===== src/rtl/bde_ram.sv =====
// Generic single-port-write, single-read RAM with registered read.
// No dependencies.
module bde_ram #(
	parameter int WIDTH = 8,
	parameter int DEPTH = 16
) (
	input  logic                                       clk,
	input  logic                                       we,
	input  logic [(DEPTH > 1 ? $clog2(DEPTH) : 1)-1:0] waddr,
	input  logic [WIDTH-1:0]                           wdata,
	input  logic [(DEPTH > 1 ? $clog2(DEPTH) : 1)-1:0] raddr,
	output logic [WIDTH-1:0]                           rdata
);
	logic [WIDTH-1:0] mem_q [DEPTH];

	always_ff @(posedge clk) begin
		if (we)
			mem_q[waddr] <= wdata;
		rdata <= mem_q[raddr];
	end
endmodule


===== config.mk =====
export PLATFORM = sky130hd
export DESIGN_NAME = bde_ram
export DESIGN_NICKNAME = d
export VERILOG_FILES = /design/src/rtl/bde_ram.sv
export SDC_FILE = /design/constraint.sdc
export NUM_CORES = 1
export LEC_CHECK = 0
export BUFFER_PORTS_ARGS = -buffer_cell sky130_fd_sc_hd__buf_4
export CAP_MARGIN = 20
export CORE_MARGIN = 2
export CORE_UTILIZATION = 35
export DETAILED_ROUTE_END_ITERATION = 10
export HOLD_SLACK_MARGIN = 0.15
export PLACE_DENSITY_LB_ADDON = 0.25
export SYNTH_ARGS = -nofsm -noshare
export SYNTH_HDL_FRONTEND = slang
export SYNTH_SLANG_ARGS = --single-unit

===== constraint.sdc =====
create_clock -name clk -period 3.28 [get_ports clk]
set_clock_uncertainty 0.05 [all_clocks]
set_input_delay 0.492 -clock clk [delete_from_list [all_inputs] [get_ports clk]]
set_output_delay 0.492 -clock clk [all_outputs]
set_load 0.02 [all_outputs]

==> results.md, run 1 <==
* IO Pins at 26
* First-pass GRT wire length at 15.7 mm
* DRT Wirelength at 10.5 mm
* Fin area at 6130 um2
* Share of cells above drive strength 1 at 29.9%
* Core Area at 14400 um2
* Root buf cell: clkbuf_16
* Hold path startpoint: wdata[0]
* Worst path slowest cell: nor2_1
* Final Net Count at 293
* Post-Syn Area per Cell at 22.5 um2
* Gr ovfl total at 0
* Post-Syn Instances at 229
* DPL Wire Length at 6.50 mm
* TritonCTS clock tree: done
* Commonest non-fill, non-tap cell in the layout: edfxtp_1
* CTS resizes at 0
* Total area of sequential cells at 4000 um2
* Worst Hold Class: in -> reg
* # rows at 44
* CTS buffer count at 17
* Reg2reg start: mem_q[1][3]
* Reg2reg setup slack at 1.79 ns
* Largest family of logic cells by synthesized area: multiplexers
* Hold-critical path depth at 1
* Critical Path RT at 3.25 ns
* Slew @ Worst Pin at 0.975 ns
* Number of buffers added on ports at 25
* Simple-Gate Fraction of Synth Area at 3.18%
* Relative slew slack at 34.8%
* Worst skew pair latency at 0.41 ns
* Register bit total from synthesis at 136
* RSZ-0062 raised after global routing: no
* Die Footprint at 15700 um2
* Cell area power density at 642 nW/um2
* Final Setup Violations at 0
* Post-Layout Cell Count at 472
* Clock Pin Slew Worst Setup and Hold Paths at 0.05 ns
* Worst r2r dst: rdata[3]
* TritonRoute pass-1 iters at 5
* R2r worst-path depth at 3
* Area of the multi-input gates at 1060 um2
* Placed Cells at 440
* Total Neg Setup Slack at 0 ns
* Pre-CTS setup slack at 0.959 ns
* Via Count at 2370
* Buf/Inv on CP at 1
* Post-CTS Hold Buffers at 0
* Clk buf depth at 2
* Post-DP Area at 5570 um2
* Fillers at 1261
* Crit Path Class: in -> reg
* Slowest stage delay, CP at 0.76 ns
* Max Slew Vio Count at 0
* H-tree levels at 4
* Wire length per cell at 22.2 um
* Max IR drop VDD at 0.321 mV
* Final Power at 3.94 mW
* Compound-Gate Fraction of Synth Area at 2.33%
* Initial antenna violation count at 0
* Placer Congestion at 0.728
* Fin crit share at 58.5%
* # diodes at 0
* Outcome: finished clean
* Final min period at 1.92 ns
* Most frequent cells in the layout: 128 x edfxtp_1, 37 x buf_4, 18 x mux4_2
* Hold endpoint: mem_q[4][0]
* Die Ht at 125 um
* Xor-xnor portion of the synthesized cell area at 0%
* Chip width at 125 um
* Vias per cell at 5.02
* Startpoint types: input pin
* Final Util at 42.5%
* Crit path max-delay family: simple AND/OR/NAND/NOR gates
* Crit path max fanout at 8
* GRT Util Overall at 14.1%
* Distinct cells, synth at 19
* Post-CTS setup buffers at 0
* Final-report hold violation count at 0
* Area Growth Syn to Fin at 19.1%
* Clk sinks at 136
* CP arrival at 1.89 ns
* Post-Syn Area at 5150 um2
* Lkg Pwr at 2.05 nW
* Vias in the first global route at 2451
* Initial cell density of the core at 35.7%
* Final worst setup slack at 1.36 ns
* Largest net degree at the start of global routing at 33
* DRT antenna net count at 0
* Initial DRC count at 211
* Cells along the critical path: buf_4, or3b_2, nor2_1
* Max_cap viols at 0
* Hold_ws at 0.346 ns
* Post-synthesis mux area share at 15.0%
* Critical Path End Type: register
* Syn nets at 247
* Adder-cell share of the synthesized area at 0%
* Yosys warning count at 0
* Fmax at 0.521 GHz
* Register area share after synthesis at 77.8%
* DRC Markers at 0
-- power by group --
group | leakage (nW) | switching (mW) | internal [mW]
clock | 0.269 | 0.679 | 1.10
combinational | 0.555 | 0.114 | 0.0839
sequential | 1.22 | 0.0152 | 1.94
-- area by class of cell --
class                   count  area share, %
flip-flops and latches    136           65.3
well taps                 184           3.76
clock buffers              17           6.94
clock inverters            15           2.22
multi-input cells          83           17.2
repair buffers             37           4.53
-- state kept, by name (all words and copies together), names as in the netlist --
signal	cells
rdata	8
mem_q	128
-- synth_stat cells (all sizes together) --
library cell / count / area share, %
edfxtp: 128 / 75
mux4: 32 / 15
a22oi: 16 / 2.3
nor2: 13 / 0.95
nand2: 9 / 0.66
dfxtp: 8 / 3.1
buf: 7 / 1.1
nor3: 4 / 0.39
clkdlybuf4s25: 3 / 0.58
nand2b: 2 / 0.24
nand3b: 2 / 0.29
and2: 1 / 0.12
and2b: 1 / 0.15
nand3: 1 / 0.097
nor2b: 1 / 0.12
or3b: 1 / 0.17
-- routing by layer --
layer  part of all wire (%)  GRT usage, %  up-vias  routed length [um]
met2                     46          20.6       69                4860
met5                      0             0        -                   0
met3                    6.0          4.92        8                 626
met4                   0.96          4.12        0                 101
li1                       -             -     1065                   -
met1                     47          20.1     1228                4880
-- logic make-up (layout without fill, tap and decap cells) --
logic type             count (synthesis)  count (layout)
flip-flops                           136             136
AND/OR/NAND/NOR                       35              35
multiplexers                          32              32
AO/OA/AOI/OAI                         16              16
buffers and inverters                 10              69
-- worst max-delay path by stage --
stage | start | to | slack (ns) | depth (start not counted)
2_1_floorplan | waddr[2] | mem_q[0][0] | 1.25 | 2
5_1_grt | raddr[0] | rdata[3] | 1.33 | 4
3_5_place_dp | waddr[2] | mem_q[2][6] | 0.96 | 3
6_report | waddr[2] | mem_q[2][2] | 1.36 | 3
3_3_place_gp | waddr[2] | mem_q[2][6] | 0.97 | 3
4_1_cts | waddr[2] | mem_q[2][4] | 1.39 | 3
(Power assumes the default switching activity.)
==> run 2, diff against run 1 <==
==> constraint.sdc (replaced) <==
create_clock -name clk -period 1.6 [get_ports clk]
set_clock_uncertainty 0.05 [all_clocks]
set_input_delay 0.24 -clock clk [delete_from_list [all_inputs] [get_ports clk]]
set_output_delay 0.24 -clock clk [all_outputs]
set_load 0.02 [all_outputs]
==> results.md, run 2 (same netlist as run 1, synthesis figures left out) <==
* Hold path startpoint: waddr[0]
* Worst skew pair latency at 0.41 ns (about the same)
* Die Ht at 125 um (unchanged)
* Clk buf depth at 2 (unchanged)
* Fillers at 1229 (-2.5%)
* CTS resizes at 0 (unchanged)
* Final Power at 8.45 mW (+110%)
* Vias per cell at 4.98 (-0.75%)
* Relative slew slack at 42.4% (+7.6 points)
* Most frequent cells in the layout: 128 x edfxtp_1, 47 x buf_4, 18 x mux4_2
* Final Setup Violations at 0 (unchanged)
* DPL Wire Length at 7.02 mm (+8.1%)
* Share of cells above drive strength 1 at 32.0% (+2.2 points)
* GRT Util Overall at 15.0% (+0.96 points)
* Post-Layout Cell Count at 493 (+4.4%)
* Post-CTS Hold Buffers at 8 (+8)
* RSZ-0062 raised after global routing: no
* Initial DRC count at 250 (+18%)
* TritonRoute pass-1 iters at 5 (unchanged)
* TritonCTS clock tree: done
* CP arrival at 1.76 ns (-0.13 ns)
* Placer Congestion at 0.713 (-2.0%)
* Root buf cell: clkbuf_16
* Gr ovfl total at 0 (unchanged)
* Reg2reg start: mem_q[9][4]
* Worst Hold Class: in -> reg
* Slew @ Worst Pin at 0.862 ns (-0.113 ns)
* IO Pins at 26 (unchanged)
* Final-report hold violation count at 0 (unchanged)
* Area Growth Syn to Fin at 24.4%
* # diodes at 0 (unchanged)
* Cell area power density at 1320 nW/um2 (+110%)
* DRT antenna net count at 0 (unchanged)
* Critical Path RT at 1.82 ns (-1.43 ns)
* Startpoint types: register
* Biggest register: mem_q
* # rows at 44 (unchanged)
* Fmax at 0.653 GHz
* Hold-critical path depth at 3 (+2)
* Wire length per cell at 22.4 um (+0.83%)
* Die Footprint at 15700 um2 (unchanged)
* Clk sinks at 136 (unchanged)
* Chip width at 125 um (unchanged)
* CTS buffer count at 17 (unchanged)
* Max reg flops at 128 (unchanged)
* Number of buffers added on ports at 25 (unchanged)
* Crit Path Class: reg -> reg
* Commonest non-fill, non-tap cell in the layout: edfxtp_1
* Max Slew Vio Count at 0 (unchanged)
* Final min period at 1.53 ns
* H-tree levels at 4 (unchanged)
* Max_cap viols at 0 (unchanged)
* Crit path max fanout at 1 (-7)
* Max IR drop VDD at 0.562 mV (+75%)
* Worst r2r dst: rdata[4]
* Via Count at 2457 (+3.7%)
* DRT Wirelength at 11.0 mm (+5.3%)
* R2r worst-path depth at 3 (unchanged)
* Lkg Pwr at 2.18 nW (+6.6%)
* Fin crit share at 95.7%
* Total Neg Setup Slack at 0 ns (unchanged)
* Reg2reg setup slack at 0.07 ns (-1.72 ns)
* First-pass GRT wire length at 16.6 mm (+5.7%)
* Clock Pin Slew Worst Setup and Hold Paths at 0.06 ns (about the same)
* Initial cell density of the core at 35.7% (unchanged)
* DRC Markers at 0 (unchanged)
* Final Net Count at 314 (+7.2%)
* Post-CTS setup buffers at 0 (unchanged)
* Largest regs: mem_q x128, rdata x8
* Vias in the first global route at 2563 (+4.6%)
* Outcome: finished clean
* Placed Cells at 453 (+3.0%)
* Critical Path End Type: register
* Hold endpoint: mem_q[8][7]
* Core Area at 14400 um2 (unchanged)
* Initial antenna violation count at 0 (unchanged)
* Largest net degree at the start of global routing at 22 (-33%)
* Hold_ws at 0.312 ns (-0.0338 ns)
-- run 2: changes by cell type in the layout (fill, tap and decap cells not counted), moves of 2 or more --
cell / previous run / this run
buf_12: 0 / 3
clkinv_2: 6 / 3
bufinv_16: 2 / 4
dlygate4sd3_1: 0 / 8
buf_4: 37 / 47
clkbuf_1: 0 / 2
-- run 2: worst max path at each step --
stage	from	to	slack (ns)	depth (start not counted)
floorplan	waddr[2]	mem_q[3][0]	0.04	2
global route	mem_q[9][4]	rdata[4]	0.01	3
finish	mem_q[9][4]	rdata[4]	0.07	3
global placement	raddr[0]	rdata[6]	-0.20	5
detailed placement	raddr[0]	rdata[6]	-0.19	5
CTS	mem_q[9][4]	rdata[4]	0.04	3
-- run 2: area by class of cell --
| type | instances | area, um2 | area share [%] |
|---|---|---|---|
| flip-flops and latches | 136 | 4000 | 62.5 |
| clock buffers | 19 | 433 | 6.76 |
| multi-input cells | 83 | 1060 | 16.6 |
| repair buffers | 58 | 493 | 7.70 |
| well taps | 184 | 230 | 3.60 |
| clock inverters | 13 | 179 | 2.80 |
-- run 2: worst max-delay path, stage by stage, from the launching register on --
cell and delay (ns):
edfxtp_1 0.36, mux4_1 0.55, a22oi_1 0.33, nand2_1 0.10
-- run 2: power breakdown --
part,internal (mW),switching [mW]
logic,0.210,0.257
registers,3.98,0.0269
clock network,2.59,1.38
total,6.79,1.66
-- run 2: layer usage --
metal	wire length (um)	track usage (%)
met1	4960	21.5
met2	5300	22.7
met3	722	4.02
met4	46	4.71
met5	0	0
-- run 2: stage by stage --
stage / utilization, % / instance area, um2 / setup slack, ns
finish: 44.4 / 6400 / 0.0682
global route: 44.4 / 6400 / 0.0109
CTS: 44.4 / 6400 / 0.0429
detailed placement: 39.6 / 5710 / -0.195
global placement: 39.6 / 5710 / -0.197
floorplan: - / 5150 / 0.0439
