## src/rtl/bde_pkg.sv

```systemverilog
// Package for the bounding-box distance estimator.
// Shared types, opcodes, status and basis codes. No dependencies.
package bde_pkg;

	localparam logic [1:0] OP_ADD   = 2'd0;
	localparam logic [1:0] OP_CLEAR = 2'd1;
	localparam logic [1:0] OP_QUERY = 2'd2;
	localparam logic [1:0] OP_RSVD  = 2'd3;

	localparam logic [1:0] ST_DONE    = 2'd0;
	localparam logic [1:0] ST_NOREF   = 2'd1;
	localparam logic [1:0] ST_FULL    = 2'd2;
	localparam logic [1:0] ST_INVALID = 2'd3;

	localparam logic [1:0] BASIS_AVG = 2'd0;
	localparam logic [1:0] BASIS_W   = 2'd1;
	localparam logic [1:0] BASIS_H   = 2'd2;

	localparam logic [7:0] WILDCARD = 8'hFF;
	localparam int ENTRY_W = 48;

	typedef enum logic [3:0] {
		S_IDLE, S_SCAN, S_RDHIT, S_LOAD, S_MUL, S_DIVW, S_DIVH, S_FINISH, S_OUT
	} state_t;

	typedef struct packed {
		logic        start;
		logic [39:0] num;
		logic [23:0] den;
	} div_req_t;

	typedef struct packed {
		logic        done;
		logic [39:0] quo;
	} div_rsp_t;

endpackage

```

## src/rtl/bde_div.sv

```systemverilog
// Restoring divider, one quotient bit per cycle, 40-bit by 24-bit.
// Depends on bde_pkg.
module bde_div (
	input  logic               clk,
	input  logic               arst_n,
	input  bde_pkg::div_req_t  req,
	output bde_pkg::div_rsp_t  rsp
);
	import bde_pkg::*;

	logic [39:0] quo_q;
	logic [23:0] rem_q;
	logic [23:0] den_q;
	logic [5:0]  cnt_q;
	logic        busy_q;
	logic        done_q;
	logic [24:0] trial;

	assign trial = {rem_q, quo_q[39]};
	assign rsp = {done_q, quo_q};

	always_ff @(posedge clk or negedge arst_n) begin
		if (!arst_n) begin
			busy_q <= 1'b0;
			cnt_q <= '0;
			done_q <= 1'b0;
		end else begin
			done_q <= 1'b0;
			if (req.start) begin
				busy_q <= 1'b1;
				cnt_q <= 6'd0;
				quo_q <= req.num;
				rem_q <= '0;
				den_q <= req.den;
			end else if (busy_q) begin
				if (trial >= {1'b0, den_q}) begin
					rem_q <= 24'(trial - {1'b0, den_q});
					quo_q <= {quo_q[38:0], 1'b1};
				end else begin
					rem_q <= trial[23:0];
					quo_q <= {quo_q[38:0], 1'b0};
				end
				cnt_q <= cnt_q + 6'd1;
				if (cnt_q == 6'd39) begin
					busy_q <= 1'b0;
					done_q <= 1'b1;
				end
			end
		end
	end
endmodule

```

## config.mk

```make
export PLATFORM = sky130hd
export DESIGN_NAME = bde_div
export DESIGN_NICKNAME = d
export VERILOG_FILES = /design/src/rtl/bde_pkg.sv /design/src/rtl/bde_div.sv
export SDC_FILE = /design/constraint.sdc
export NUM_CORES = 1
export LEC_CHECK = 0
export ABC_AREA = 0
export ABC_CLOCK_PERIOD_IN_PS = 2800
export BUFFER_PORTS_ARGS = -buffer_cell sky130_fd_sc_hd__buf_2
export CORE_MARGIN = 2
export CORE_UTILIZATION = 51
export CTS_CLUSTER_DIAMETER = 150
export DETAILED_ROUTE_END_ITERATION = 8
export GPL_ROUTABILITY_DRIVEN = 0
export PLACE_DENSITY = 0.75
export SYNTH_ARGS = -nofsm -noshare
export SYNTH_HDL_FRONTEND = slang
export SYNTH_SLANG_ARGS = --single-unit
```

## constraint.sdc

```tcl
create_clock -name clk -period 2.8 [get_ports clk]
set_clock_uncertainty 0.05 [all_clocks]
set_input_delay 0.28 -clock clk [delete_from_list [all_inputs] [get_ports clk]]
set_output_delay 0.28 -clock clk [all_outputs]
set_load 0.02 [all_outputs]
```

==> results of run 1 <==
registers in the layout, indices dropped and copies added (netlist names):
| name | cells |
|---|---|
| quo_q | 40 |
| den_q | 24 |
| rem_q | 24 |
| cnt_q | 6 |
| busy_q | 1 |
| done_q | 1 |
kinds of logic after synthesis:
| family | Yosys count |
|---|---|
| buffers and inverters | 55 |
| DFF | 96 |
| muxes | 53 |
| AOI/OAI and AO/OA | 105 |
| adders and majority gates | 26 |
| xor gates and xnor gates | 20 |
| and+or+nand+nor | 124 |
metal layers:
layer	routed length [um]	part of all wire [%]	global-route usage, %
met3	853	6.0	5.380
met4	446	3.1	9.615
met2	7103	50	40.46
met1	5884	41	28.64
met5	0	0	0
repair_timing:
action                     4_1_cts  5_1_grt
hold buffers                    10        1
hold endpoints to repair        17        1
setup endpoints to repair       22       24
cloned                           0        1
setup buffers                    5       17
pin swaps                        9       33
resized for setup                7       57
power by group:
part,switching [mW],internal [mW]
Clock,0.516,0.444
Sequential,0.0945,1.75
Combinational,0.987,1.00
final cells by class:
class	instances	area, um2	area share [%]
clock buffers	11	141.4	1.877
repair buffers	203	1333	17.69
multi-input cells	328	2872	38.12
flip-flops and latches	96	2843	37.74
well taps	140	175.2	2.326
clock inverters	5	63.81	0.8472
inverters	28	105.1	1.395
placed cells by master (no fill, tap or decap), types with 5 or more instances in the layout:
cell	count
buf_2	107
edfxtp_1	88
buf_4	78
nor2_1	45
mux2_2	39
inv_1	27
nand2_1	23
ha_1	15
a21oi_1	14
mux2i_1	13
o21ai_0	11
xor2_1	11
dlygate4sd3_1	11
a21o_1	10
clkbuf_8	10
a211oi_1	9
ha_4	9
xnor2_1	8
dfrtp_1	8
a311oi_1	6
a21oi_2	5
buf_6	5
how the worst max path moves through the flow:
stage,start,to,slack [ps],cells after the start
2_1_floorplan,rem_q[9],rem_q[11],50,11
3_3_place_gp,rem_q[10],rem_q[6],-50,10
3_5_place_dp,rem_q[10],rem_q[12],-140,8
4_1_cts,rem_q[0],rem_q[12],-30,11
5_1_grt,quo_q[39],rem_q[12],-290,11
6_report,rem_q[9],rem_q[1],-150,12
stage by stage:
step / power, mW / std cells
2_1_floorplan: 2.876 / 479
3_3_place_gp: 3.378 / 761
3_5_place_dp: 3.428 / 761
4_1_cts: 4.440 / 792
5_1_grt: 5.016 / 811
6_report: 4.788 / 811
critical path: stages (launching register included):
cell	delay (ps)
edfxtp_1	450
ha_4	250
a211o_1	280
a21oi_2	210
o21ai_2	100
a221oi_4	350
a31oi_4	150
buf_6	140
o32a_4	230
buf_12	160
buf_4	130
nand2b_1	60
a311oi_1	80
==> results.cfg, run 1 <==
[run_status]
run_status = complete, but fails checks
violations = negative setup slack

[timing]
worstMarginPinSlew_ps = 1076
rsz0062_at_grt = true
setup_viol = 21
timing.hold.ws_ps = 22.45
fin_crit_sh_pct = 105.4
fin_setup_tns_ps = -1766
final_hold_viol_count = 0
period_minus_slack_ps = 2951
setup_slack_ps = -150.9
max_slew_margin_pct = 28.12
slew_viol_final = 0
clock.fmax_mhz = 338.9

[worst_hold_path]
min_from = req[6]
hp-class = in -> reg
holdPathStages = 1
worstHoldEndpoint = den_q[6]

[routing]
vias = 4558
routed_via_density = 5.620
drt_iter0_drc = 214
drtPass1Iterations = 4
wire_per_inst_um = 17.62
wirelength_um = 14290
drc = 0
ant_nets = 0

[layout]
area_growth_pct = 34.31
n_antenna_cell = 0
fin_util_pct = 69.79
fillers = 741
drive_above_1_share_pct = 46.05
fin_nets = 759
fin_area_um2 = 7532

[floorplan]
start_util_pct = 51.96
fp.dieW_um = 108.9
io_pins = 108
dieArea_um2 = 11850
die_y_um = 108.9
num_rows = 38
design.core.area_um2 = 10790

[synth]
synth_cells = 479
yosysWarningCount = 0
ys_ff_latch = 96
synth.net_count = 572
synth_top_family_by_area = compound AO/OA/AOI/OAI gates
yosysTopAreaCell = edfxtp_1
synth_area_leaders = edfxtp_1, mux2_2, ha_1
yosys.area_share.simple_pct = 11.42
synth_compound_area_share_pct = 14.10
synth-adder-area-share_pct = 5.935
synthXorXnorAreaFrac_pct = 3.124
avgSynthCellArea_um2 = 11.71
synth_most_common_cell = edfxtp_1
synth-edff-count = 88
synth_cell_types = 66
synth_top_area_share_pct = 47.12
netlist_area_um2 = 5608
synth_commonest_cells = edfxtp_1, nor2_1, mux2_2
synthArstFlopShare_pct = 8.333
yosys_most_used_dff = edfxtp_1
synthMuxAreaShare_pct = 10.33
synth_seq_area_share_pct = 50.69

[clock_network]
clock_path_buffers = 2
insertion_delay_ps = 390
cts.sink_count = 96
cts_tree = done
cts_buffers = 9
clk_pin_slew_worst_paths_ps = 90
htree_levels = 3
cts_root_buffer = clkbuf_8

[placement]
post_dp_cell_area_um2 = 6663
io_buffer_count = 107
dpl.hpwl_um = 9367
preCtsSetupSlack_ps = -143.4

[setup_path]
worst_ep_required_time_ps = 2840
r2r_slack_ps = -150
path_class = reg -> reg
reg2reg_to = rem_q[1]
end_kind = flip-flop
reg2reg_depth = 12
start_kind = flip-flop
critPathMaxFanout = 6
arrival_ps = 3000
reg2reg_from = rem_q[9]

[flow_run]
cap_violations = 0

[grt]
antenna_found_initial = 0
grtUsageTotal_pct = 23.60
grt-ovfl-total = 0
grt_pass1_wl_um = 21420
grt_pass1_vias = 4486
grt_max_degree = 72

[power_and_ir_drop]
p_per_area_nw_per_um2 = 635.6
ir_worst_vdd_v = 0.0003631
p_leak_nw = 3.229
Power figures use the tool's default switching activity.
==> inputs of run 2 (changes only) <==
- CORE_UTILIZATION: 51 -> 52
- CTS_BUF_LIST: not set -> sky130_fd_sc_hd__clkbuf_4 sky130_fd_sc_hd__clkbuf_8
- PLACE_DENSITY: 0.75 -> 0.77
==> run 2 against run 1 <==
Net effect:
- the run still ends with negative setup slack left
- die area decreased by 1.9%
- utilization is 1.5 points higher
- clock-buffer cell count increased by 1
- cell area down 1.5%
- sequential cell count is the same
- final cell count down 2.2%
- setup slack better by 31 ps
- critical path type unchanged
==> results.cfg, run 2 (same netlist as run 1, synthesis figures left out) <==
[run_status]
run_status = complete, but fails checks
violations = negative setup slack

[clock_network]
insertion_delay_ps = 380
cts.sink_count = 96
cts_root_buffer = clkbuf_8
htree_levels = 3
cts_tree = done
clock_path_buffers = 2
clk_pin_slew_worst_paths_ps = 90
cts_buffers = 9

[timing]
setup_viol = 13
slew_viol_final = 0
fin_crit_sh_pct = 104.3
timing.hold.ws_ps = 20.42
final_hold_viol_count = 0
setup_slack_ps = -119.9
worstMarginPinSlew_ps = 597.7
max_slew_margin_pct = 60.15
period_minus_slack_ps = 2920
rsz0062_at_grt = true
clock.fmax_mhz = 342.5

[floorplan]
dieArea_um2 = 11630
num_rows = 37
die_y_um = 107.8
io_pins = 108
fp.dieW_um = 107.8
design.core.area_um2 = 10420
start_util_pct = 53.84

[layout]
layout_commonest_cell = buf_2
reg_top3 = quo_q (40), den_q (24), rem_q (24)
n_antenna_cell = 0
fin_area_um2 = 7422
layout_common_cells = buf_2, edfxtp_1, buf_4
fin_nets = 745
regMostFlops = quo_q
fin_util_pct = 71.26
largest_reg_flops = 40
area_growth_pct = 32.35
drive_above_1_share_pct = 47.79

[setup_path]
start_kind = flip-flop
reg2reg_to = rem_q[12]
crit_family = compound AO/OA/AOI/OAI gates
crit_path_max_incr_delay_ps = 480
path_cells = ha_1 -> nor2b_2 -> o31a_1 -> o211ai_1 -> a21oi_2 -> buf_4 -> nor2b_4 -> or4_4 -> a311oi_2
path_class = reg -> reg
reg2reg_from = rem_q[1]
arrival_ps = 3090
crit_path_top_delay_cell = or4_4
worst_ep_required_time_ps = 2970
end_kind = flip-flop
reg2reg_depth = 9
critPathMaxFanout = 5
r2r_slack_ps = -120
path_buf_inv = 1

[routing]
drc = 0
routed_via_density = 5.885
wirelength_um = 14550
drt_iter0_drc = 310
wire_per_inst_um = 18.34
ant_nets = 0
drtPass1Iterations = 5
vias = 4667

[worst_hold_path]
hp-class = in -> reg
worstHoldEndpoint = den_q[17]
min_from = req[17]
holdPathStages = 1

[placement]
dpl.hpwl_um = 9428
io_buffer_count = 107
post_dp_cell_area_um2 = 6685

[power_and_ir_drop]
p_leak_nw = 3.141
p_total_mw = 4.737
ir_worst_vdd_v = 0.0005591
p_per_area_nw_per_um2 = 638.3

[grt]
grtUsageTotal_pct = 24.43
grt-ovfl-total = 0
grt_pass1_wl_um = 21930
grt_pass1_vias = 4580
antenna_found_initial = 1
grt_max_degree = 54

[flow_run]
cap_violations = 0
[run 2: cell types whose count changed in the layout (fill, tap and decap cells not counted), moves of 4 or more]
cell,change
a211oi_2,+5
mux2i_2,+4
mux2i_1,-6
a211oi_1,-5
dlygate4sd3_1,-9
[run 2: where the power goes]
group,internal (mW),leakage [nW],switching [mW]
clock,0.355,0.0889,0.489
combinational,1.03,2.09,1.02
sequential,1.75,0.966,0.0930
[run 2: metal layers]
metal	vias up	global-route usage, %	part of all wire (%)
met2	227	41.24	50
li1	2141	-	-
met3	41	7.385	8.4
met1	2256	29.90	39
met4	2	7.967	2.7
met5	-	0	0.076
[run 2: worst max-delay path by stage]
| stage | from | endpoint | cells past startpoint |
|---|---|---|---|
| floorplan | rem_q[9] | rem_q[11] | 11 |
| global placement | quo_q[39] | rem_q[16] | 12 |
| detailed placement | rem_q[9] | rem_q[18] | 10 |
| CTS | quo_q[39] | rem_q[12] | 11 |
| global route | quo_q[39] | rem_q[12] | 11 |
| finish | rem_q[1] | rem_q[12] | 9 |
[run 2: area by class of cell]
type	count	area (um2)
sequential	96	2843
inverter	28	105.1
tap	136	170.2
timing repair buffer	189	1206
multi-input combinational	328	2923
fill	723	2994
clock inverter	4	28.78
clock buffer	12	146.4
[run 2: per-stage QoR]
step	setup WS (ps)	std cells	setup TNS [ps]
6_report	-119.9	793	-475.9
5_1_grt	-212.9	793	-2478
3_3_place_gp	-104.8	759	-277.4
3_5_place_dp	-223.6	759	-2669
2_1_floorplan	48.85	479	0
4_1_cts	-12.43	790	-17.48
[run 2: repair_timing]
| item | in CTS | in global routing |
|---|---|---|
| setup endpoints to repair | 25 | 24 |
| pin swaps | 16 | 14 |
| endpoints found under the hold margin | 6 | 1 |
| cloned | 0 | 1 |
| hold buffers | 1 | 1 |
| resized for setup | 31 | 44 |
| buffers inserted | 14 | 1 |
==> inputs of run 3 (changes only) <==
- CORE_MARGIN: 2 -> not set
- RECOVER_POWER: not set -> 50
==> run 3 against run 2 <==
Net effect:
- the run ends with max-capacitance violations, max-slew violations, negative setup slack left
- die area fell by 3.7%
- maximum frequency is 0.43% higher
- critical endpoint unchanged
- combinational power shrank 4%
- hold slack better by 15 ps
- cell area decreased by 0.79%
- sequential power is essentially flat
- register-to-register slack is essentially flat
- largest power group unchanged
- clock-buffer cell count decreased by 2
==> results.cfg, run 3 (same netlist as run 1, synthesis figures left out) <==
[run_status]
run_status = complete, but fails checks
violations = max-capacitance violations, max-slew violations, negative setup slack

[grt]
grt_pass1_wl_um = 22180
antenna_found_initial = 0
top_usage_layer = met2
use_met1_pct = 31.44
grt_pass1_vias = 4589
grtUsageTotal_pct = 25.64
grt_use_met3_pct = 6.803
grt_util_met2_pct = 43.18
grt-ovfl-total = 0
grt_max_degree = 73

[timing]
clock.fmax_mhz = 344.0
slew_viol_final = 33
fin_crit_sh_pct = 103.8
final_hold_viol_count = 0
max_slew_margin_pct = -22.93
worstMarginPinSlew_ps = 1844
rsz0062_at_grt = true
setup_viol = 17
setup_slack_ps = -107.2
period_minus_slack_ps = 2907

[floorplan]
io_pins = 108
start_util_pct = 54.08
design.core.area_um2 = 10370
dieArea_um2 = 11200
fp.dieW_um = 105.8
die_y_um = 105.8
num_rows = 37

[layout]
reg_top3 = quo_q (40), den_q (24), rem_q (24)
drive_above_1_share_pct = 42.29
n_antenna_cell = 0
area_growth_pct = 31.30
layout_common_cells = edfxtp_1, buf_2, buf_4
layout_commonest_cell = edfxtp_1
fillers = 744
fin_util_pct = 71.01
largest_reg_flops = 40
fin_nets = 743
regMostFlops = quo_q

[setup_path]
critPathMaxFanout = 3
path_class = reg -> reg
crit_path_max_incr_delay_ps = 530
path_cells = inv_1 -> ha_2 -> fa_2 -> nor2b_2 -> o31a_1 -> o211ai_1 -> a21oi_2 -> buf_4 -> nor2b_1 -> or4_4 -> a311oi_2
start_kind = flip-flop
arrival_ps = 3050
worst_ep_required_time_ps = 2940
crit_path_top_delay_cell = or4_4
end_kind = flip-flop

[clock_network]
clk_pin_slew_worst_paths_ps = 90
cts.sink_count = 96
cts_buffers = 9
clock_path_buffers = 2
insertion_delay_ps = 360
cts_tree = done
cts_root_buffer = clkbuf_8
htree_levels = 3

[routing]
drc = 0
drtPass1Iterations = 4
routed_via_density = 5.660
vias = 4477
wire_per_inst_um = 17.72
wirelength_um = 14020
drt_iter0_drc = 249
ant_nets = 0

[power_and_ir_drop]
ir_worst_vdd_v = 0.0003687
p_leak_nw = 3.059
p_per_area_nw_per_um2 = 647.7

[worst_hold_path]
hp-class = in -> reg

[placement]
preCtsSetupSlack_ps = -106.8
dpl.hpwl_um = 9455
io_buffer_count = 107

[flow_run]
cap_violations = 1
==> run 3: area by class of cell <==
cell class	count	area (um2)	area share, %
clock inverter	6	65.06	0.8836
tap	136	170.2	2.311
multi-input combinational	328	2903	39.42
inverter	28	105.1	1.427
sequential	96	2843	38.61
clock buffer	10	137.6	1.869
timing repair buffer	187	1140	15.48
==> run 3: final timing paths <==
| kind | startpoint | to | slack, ps | cells after the start |
|---|---|---|---|---|
| min in group asynchronous | arst_n | cnt_q[3] | 1200 | 3 |
| hold reg to reg | cnt_q[5] | cnt_q[5] | 520 | 2 |
| setup / recovery | quo_q[39] | rem_q[12] | -110 | 11 |
| max in group asynchronous | arst_n | cnt_q[1] | 450 | 3 |
| hold / removal | req[2] | den_q[2] | 40 | 1 |
| setup reg to reg | quo_q[39] | rem_q[12] | -110 | 11 |
==> run 3: worst max-delay path: cells and delay by family (launching register included) <==
kind	cells	cell delay, ps
compound gates	4	960
fa+ha+maj	2	390
buf+inv	2	230
flops	1	390
simple gates	3	700
==> run 3: timing repair <==
item / 4_1_cts / 5_1_grt
resized for setup: 33 / 46
pin swaps: 17 / 26
endpoints found under the hold margin: 3 / 0
hold buffers: 1 / 0
setup endpoints to repair: 25 / 25
buffers inserted: 8 / 8
==> run 3: report_power, final <==
group          switching, mW  leakage [nW]  internal [mW]
sequential             0.101         0.966           1.75
combinational          0.987          1.99          0.985
clock                  0.507         0.105          0.441
==> run 3: routing by layer <==
layer	routed length, um	up-vias
li1	-	2133
met1	5890	2142
met2	6805	165
met3	885	37
met4	436	0
met5	0	-
==> run 3: stage by stage <==
stage                     TNS (ps)  instances  hold slack [ps]  cell area [um2]  power, mW
after floorplan                  0        479           -65.59             5610      2.876
after global placement      -119.9        759            399.5             6673      3.391
after detailed placement     -1345        759            405.7             6673      3.447
after CTS                   -45.74        784            17.38             7147      4.551
after global routing         -2576        791            11.19             7363      4.991
final                       -627.1        791            35.04             7363      4.769
